## config.mk

```make
export PLATFORM = sky130hd
export DESIGN_NAME = abfs_rem_unit
export DESIGN_NICKNAME = d
export VERILOG_FILES = /design/src/rtl/abfs_pkg.sv /design/src/rtl/abfs_rem_unit.sv
export SDC_FILE = /design/constraint.sdc
export NUM_CORES = 1
export LEC_CHECK = 0
export BUFFER_PORTS_ARGS = -buffer_cell sky130_fd_sc_hd__buf_2
export CAP_MARGIN = 15
export CORE_MARGIN = 10
export CORE_UTILIZATION = 55
export CTS_CLUSTER_DIAMETER = 60
export DETAILED_ROUTE_END_ITERATION = 6
export HOLD_SLACK_MARGIN = 0.15
export PLACE_DENSITY = 0.82
export SYNTH_ARGS = -nofsm -noshare
export SYNTH_HDL_FRONTEND = slang
export SYNTH_SLANG_ARGS = --single-unit
export TNS_END_PERCENT = 50
```

## constraint.sdc

```tcl
create_clock -name clk -period 9.95 [get_ports clk]
set_input_delay 0.995 -clock clk [delete_from_list [all_inputs] [get_ports clk]]
set_output_delay 0.995 -clock clk [all_outputs]
set_load 0.01 [all_outputs]
```

## src/rtl/abfs_pkg.sv

```systemverilog
// Package for the aligned best-fit suballocator.
// Holds sizes, widths and the binding table entry type; depends on nothing.
`default_nettype none

package abfs_pkg;

  // Table and chunk limits.
  localparam int MAX_BINDINGS = 64;
  localparam int MAX_CHUNKS   = 16;

  // Field widths.
  localparam int SIZE_W  = 32;
  localparam int ALIGN_W = 17;
  localparam int OFF_W   = 40;
  localparam int END_W   = OFF_W + 1;
  localparam int PAD_W   = 16;
  localparam int IDX_W   = $clog2(MAX_BINDINGS);
  localparam int CNT_W   = $clog2(MAX_BINDINGS + 1);
  localparam int CHUNK_W = $clog2(MAX_CHUNKS + 1);
  localparam int PROD_W  = SIZE_W + CHUNK_W;

  // Configuration port.
  localparam int ADDR_W = 3;
  localparam logic [ADDR_W-1:0] REG_CHUNK_BASE = 3'd0;
  localparam logic [SIZE_W-1:0] CHUNK_BASE_RESET = 32'd16777216;

  // Largest alignment honoured; larger requests are clamped to it.
  localparam logic [ALIGN_W-1:0] ALIGN_MAX = 17'd65536;

  // One binding of the table.
  typedef struct packed {
    logic [OFF_W-1:0]  offset;
    logic [SIZE_W-1:0] size;
  } entry_t;

endpackage

`default_nettype wire

```

## src/rtl/abfs_rem_unit.sv

```systemverilog
// Iterative remainder unit: dividend modulo divisor, four bits per cycle.
// Depends on abfs_pkg for widths.
`default_nettype none

module abfs_rem_unit import abfs_pkg::*; (
  input  wire logic               clk,
  input  wire logic               rst,
  input  wire logic               start,
  input  wire logic [END_W-1:0]   dividend,
  input  wire logic [ALIGN_W-1:0] divisor,
  output logic                    busy,
  output logic [ALIGN_W-1:0]      rem
);

  localparam int DIG   = 4;
  localparam int STEPS = (END_W + DIG - 1) / DIG;
  localparam int SHW   = STEPS * DIG;
  localparam int STC_W = $clog2(STEPS + 1);

  logic [SHW-1:0]     sh;
  logic [ALIGN_W-1:0] div_r;
  logic [STC_W-1:0]   cnt;
  logic [ALIGN_W-1:0] rem_next;

  // Four restoring steps on the narrow remainder.
  always_comb begin
    logic [ALIGN_W:0]   t;
    logic [ALIGN_W-1:0] r;
    r = rem;
    for (int j = 0; j < DIG; j++) begin
      t = {r, sh[SHW-1-j]};
      if (t >= {1'b0, div_r}) begin
        r = ALIGN_W'(t - {1'b0, div_r});
      end else begin
        r = t[ALIGN_W-1:0];
      end
    end
    rem_next = r;
  end

  // Step counter and busy flag.
  always_ff @(posedge clk) begin
    if (rst) begin
      busy <= 1'b0;
      cnt  <= '0;
    end else if (start) begin
      busy <= 1'b1;
      cnt  <= STC_W'(STEPS);
    end else if (busy) begin
      cnt <= cnt - 1'b1;
      if (cnt == STC_W'(1)) begin
        busy <= 1'b0;
      end
    end
  end

  // Operand and remainder registers.
  always_ff @(posedge clk) begin
    if (start) begin
      sh    <= SHW'(dividend);
      div_r <= divisor;
      rem   <= '0;
    end else if (busy) begin
      sh  <= sh << DIG;
      rem <= rem_next;
    end
  end

endmodule

`default_nettype wire

```

==> results_dict.tcl, run 1 <==
set metrics [dict create \
    clock_sinks 83 \
    drive_gt1_frac 0.335 \
    synth_area_sq_um 7380 \
    via_per_inst 6.47 \
    ant_nets 0 \
    final_cell_mix "83 x buf_4, 78 x buf_2, 69 x nor2_1" \
    dr.first_iter.drc_count 976 \
    fin_nets 1067 \
    die_width_um 136 \
    multi_input_area_sq_um 5200 \
    numCtsBuffers 9 \
    crit_arrival_ns 9.98 \
    clk_pin_slew_ns 0.07 \
    num_rows 42 \
    synth-edff-count 58 \
    post_dp_cell_area_sq_um 8420 \
    ys_seq_area_frac 0.304 \
    htreeDepth 3 \
    area_growth_pct 23.6 \
    drc_errors 0 \
    outcome "completed" \
    holdPathEnd "rem[16]$_SDFFE_PP0P_" \
    relSlewSlack 0.349 \
    first_global_vias 6947 \
    ys.flop_type "edfxtp_1" \
    postSynthCellCount 779 \
    dr.pass1.iters 5 \
    worst_pin_slew_ns 0.977 \
    max_cap_violations 0 \
    die-area_sq_um 18500 \
    synth.distinct_cells 67 \
    crit_slowest_cell "dfxtp_1" \
    syn_area_per_cell_sq_um 9.47 \
    fin_cells 1113 \
    io_buffers 78 \
    holdWs_ns 0.531 \
    clk_latency_ns 0.35 \
    hold_violations 0 \
    critPathLaunchType "flop" \
    grt_use_total 0.252 \
    gp_congestion 1.12 \
    fin_crit_sh 0.980 \
    finalSetupViolations 0 \
    cp_max_fo 7 \
    post-route-min-period_ns 9.75 \
    finalInstanceArea_sq_um 9130 \
    antenna_cells 0 \
    grt_max_degree 75 \
    cts_hold_buf 0 \
    critPathMaxStageDelay_ns 0.46 \
    routedWlPerCell_um 21.9 \
    yosys_register_bits 83 \
    grt_overflow 0 \
    cp_common_cell "a31o_2" \
    ys_async_sr_fraction 0 \
    cts_root_buffer "clkbuf_16" \
    dpl.cell_count 1084 \
    reg2reg_depth 38 \
    seq_area_sq_um 2240 \
    num_io_pins 79 \
    tritoncts "built" \
    num_vias 7200 \
    drt_wl_total_um 24400 \
    die_h_um 136 \
    fmax_mhz 103 \
    r2r_slack_ns 0.20 \
    crit_required_ns 10.18 \
    hold_start "rem[16]$_SDFFE_PP0P_" \
    hold_path_class "reg -> reg" \
    antenna_found_initial 0 \
    start_util 0.560 \
    cts_buffer_depth 2 \
    end_kind "flop" \
    hold-path-cell-count 2 \
    fin_skew_ns 0.00721 \
    reg2reg_to "rem[0]$_SDFFE_PP0P_" \
    yosys_warnings 0 \
    design.core.area_sq_um 13200 \
    syn_nets 914 \
    final_common_cell "buf_4" \
    r2r_start "rem[8]$_SDFFE_PP0P_" \
    grt_first_pass_wirelength_um 36700 \
    hpwl_um 18600 \
    fill_cells 986 \
    final_max_slew_viol_count 0 \
    setup.worst_path.class "reg -> reg" \
    tns_ns 0 \
]
worst max path at each step:
stage / start / end / slack (ns) / cells past startpoint
final: rem[8]$_SDFFE_PP0P_ / rem[0]$_SDFFE_PP0P_ / 0.20 / 38
after CTS: sh[43]$_SDFFE_PP0P_ / rem[15]$_SDFFE_PP0P_ / 0.04 / 39
after global routing: div_r[0]$_DFFE_PP_ / rem[15]$_SDFFE_PP0P_ / -0.15 / 42
after global placement: sh[43]$_SDFFE_PP0P_ / rem[0]$_SDFFE_PP0P_ / -0.14 / 40
after detailed placement: sh[43]$_SDFFE_PP0P_ / rem[0]$_SDFFE_PP0P_ / -0.38 / 39
after floorplan: div_r[1]$_DFFE_PP_ / rem[2]$_SDFFE_PP0P_ / 0.04 / 40
cells by family (layout without fill, tap and decap cells):
family | Yosys count | count (layout) | share of synthesized area
muxes | 88 | 88 | 0.132
xor gates and xnor gates | 46 | 46 | 0.0546
and+or+nand+nor | 216 | 216 | 0.147
buffers and inverters | 60 | 218 | 0.0353
adders and majority gates | 74 | 74 | 0.130
AOI/OAI and AO/OA | 212 | 212 | 0.197
DFF | 83 | 83 | 0.304
state kept, by name (all words and copies together) (netlist names):
register  count
rem          17
busy          1
cnt           4
div_r        17
sh           44
routing by layer:
layer	GRT usage	vias up	wire, um
li1	-	3286	-
met1	0.301	3318	9240
met2	0.397	463	11100
met3	0.0554	133	2270
met4	0.170	0	1820
met5	0	-	0
synthesized netlist by cell type, drive strengths merged, types with 11 or more instances:
| library cell | instances | area share |
|---|---|---|
| nand3 | 19 | 0.013 |
| dfxtp | 25 | 0.068 |
| nand4 | 13 | 0.011 |
| o31ai | 11 | 0.012 |
| nor3 | 22 | 0.015 |
| nor2 | 72 | 0.037 |
| a21oi | 45 | 0.031 |
| o21ai | 31 | 0.021 |
| edfxtp | 58 | 0.24 |
| nand2 | 25 | 0.013 |
| a21o | 20 | 0.020 |
| o21a | 18 | 0.018 |
| mux2i | 22 | 0.032 |
| mux2 | 66 | 0.10 |
| ha | 70 | 0.12 |
| a211oi | 25 | 0.026 |
| inv | 41 | 0.021 |
| nand2b | 16 | 0.014 |
| xor2 | 12 | 0.014 |
| xnor2 | 34 | 0.040 |
metrics by stage:
stage,setup slack (ns),utilization
after floorplan,0.0436,-
after global placement,-0.143,0.638
after detailed placement,-0.381,0.638
after CTS,0.0368,0.666
after global routing,-0.154,0.692
final,0.201,0.692
layout make-up:
cell class | instances | area share
repair buffers | 161 | 0.111
clock buffers | 9 | 0.0247
well taps | 176 | 0.0241
flip-flops and latches | 83 | 0.246
clock inverters | 7 | 0.00781
inverters | 41 | 0.0169
multi-input cells | 636 | 0.570
critical path, delay by kind of cell (launching register included):
family / cells / cell delay [ns]
AOI/OAI and AO/OA: 19 / 4.79
and+or+nand+nor: 9 / 1.60
adders and majority gates: 4 / 1.36
muxes: 3 / 0.93
buffers and inverters: 3 / 0.50
DFF: 1 / 0.46
timing repair:
item | CTS | global route
setup endpoints to repair | 17 | 17
pin swaps | 0 | 15
gates resized for setup | 10 | 61
setup buffers | 3 | 10
Power of run 1 is left out: the tool's default activity adds up to more than one toggle a clock period on the data nets, which glitch-free logic cannot reach.
==> inputs of run 2 (changes only) <==
Settings changed: CORE_ASPECT_RATIO from default to 2, SLEW_MARGIN from default to 40.
==> run 2 against run 1 <==
Count of clock-buffer cells in the layout increased by 1. Fmax decreased by 1.2%. Final area increased by 11%. Setup slack got worse by 0.12 ns.
==> results_dict.tcl, run 2 (synthesized netlist as in run 1, its figures left out) <==
set metrics [dict create \
    outcome "completed" \
    end_kind "flop" \
    finalSetupViolations 0 \
    final_cell_mix "185 x buf_4, 77 x buf_2, 71 x nor2_1" \
    critPathBufInv 6 \
    place_ws_ns -0.317 \
    largestRegisters "sh: 44 flops, div_r: 17 flops, rem: 17 flops" \
    ant_nets 0 \
    regMostFlops "sh" \
    htreeDepth 3 \
    finalInstanceArea_sq_um 10100 \
    setup.worst_path.class "reg -> reg" \
    crit_arrival_ns 10.10 \
    dr.pass1.iters 7 \
    clk_pin_slew_ns 0.07 \
    numCtsBuffers 9 \
    hold_path_class "reg -> reg" \
    num_io_pins 79 \
    critical_path.top_delay_family "compound AO/OA/AOI/OAI gates" \
    tns_ns 0 \
    area_growth_pct 36.7 \
    max_cap_violations 0 \
    drive_gt1_frac 0.412 \
    via_per_inst 6.54 \
    die_h_um 184 \
    crit_slowest_cell "o41a_1" \
    largest_register_ffs 44 \
    cts_buffer_depth 2 \
    fin_crit_sh 0.992 \
    design.core.area_sq_um 13100 \
    cp_max_fo 7 \
    die-area_sq_um 18700 \
    num_vias 7825 \
    clock_sinks 83 \
    critPathMaxStageDelay_ns 0.48 \
    antenna_cells 0 \
    fin_nets 1175 \
    dpl.cell_count 1168 \
    final_max_slew_viol_count 0 \
    drt_wl_total_um 28700 \
    num_rows 59 \
    critPathLaunchType "flop" \
    gp_congestion 1.09 \
    tritoncts "built" \
    grt_overflow 0 \
    fin_skew_ns 0.0159 \
    fmax_mhz 101 \
    dr.first_iter.drc_count 661 \
    clk_latency_ns 0.35 \
    antenna_found_initial 0 \
    final_common_cell "buf_4" \
    grt_use_total 0.297 \
    fin_cells 1197 \
    first_global_vias 8081 \
    cts_root_buffer "clkbuf_16" \
    start_util 0.565 \
    hold_violations 0 \
    worst_pin_slew_ns 0.811 \
    routedWlPerCell_um 24.0 \
    relSlewSlack 0.456 \
    post_dp_cell_area_sq_um 9220 \
    grt_first_pass_wirelength_um 42300 \
    post-route-min-period_ns 9.87 \
    io_buffers 78 \
    grt_max_degree 84 \
    drc_errors 0 \
    hpwl_um 21200 \
    crit_required_ns 10.18 \
    die_width_um 102 \
    final.setup.worst_slack_ns 0.0819 \
]
run 2: final timing paths:
| check | startpoint | end | slack (ns) | cells after the start |
|---|---|---|---|---|
| setup / recovery | div_r[9]$_DFFE_PP_ | rem[2]$_SDFFE_PP0P_ | 0.08 | 41 |
| hold / removal | sh[37]$_DFFE_PP_ | sh[41]$_SDFFE_PP0P_ | 0.49 | 2 |
| setup reg to reg | div_r[9]$_DFFE_PP_ | rem[2]$_SDFFE_PP0P_ | 0.08 | 41 |
| hold reg to reg | sh[37]$_DFFE_PP_ | sh[41]$_SDFFE_PP0P_ | 0.49 | 2 |
run 2: repair_timing:
action,CTS,global route
buffers inserted,1,10
resized for setup,12,68
pin swaps,1,24
hold buffers,0,0
cloned,1,1
endpoints found under the setup margin,17,17
run 2: stage by stage:
step / utilization / hold slack, ns
2_1_floorplan: - / 0.456
3_5_place_dp: 0.705 / 0.483
4_1_cts: 0.733 / 0.499
3_3_place_gp: 0.705 / 0.477
6_report: 0.772 / 0.494
5_1_grt: 0.772 / 0.544
run 2: worst register-to-register path: cells and delay by family (launching register included):
| family | cells | cell delay, ns |
|---|---|---|
| AOI/OAI and AO/OA | 17 | 4.45 |
| adders and majority gates | 4 | 1.22 |
| buffers and inverters | 6 | 0.94 |
| DFF | 1 | 0.40 |
| muxes | 4 | 1.12 |
| and+or+nand+nor | 10 | 1.63 |
run 2: layer usage:
metal	wire [um]	up-vias	track usage
li1	-	3500	-
met5	0	-	0
met4	2880	0	0.256
met3	2020	213	0.0761
met2	14300	449	0.517
met1	9490	3663	0.276
run 2: final cells by class:
cell class                      count  area (sq um)
Multi-Input combinational cell    637          5320
Fill cell                         841          2980
Sequential cell                    83          2240
Timing Repair Buffer              268          1880
Clock buffer                       10           229
Tap cell                          152           190
Inverter                           41           154
Clock inverter                      6          71.3
Power of run 2 is left out for the same reason.
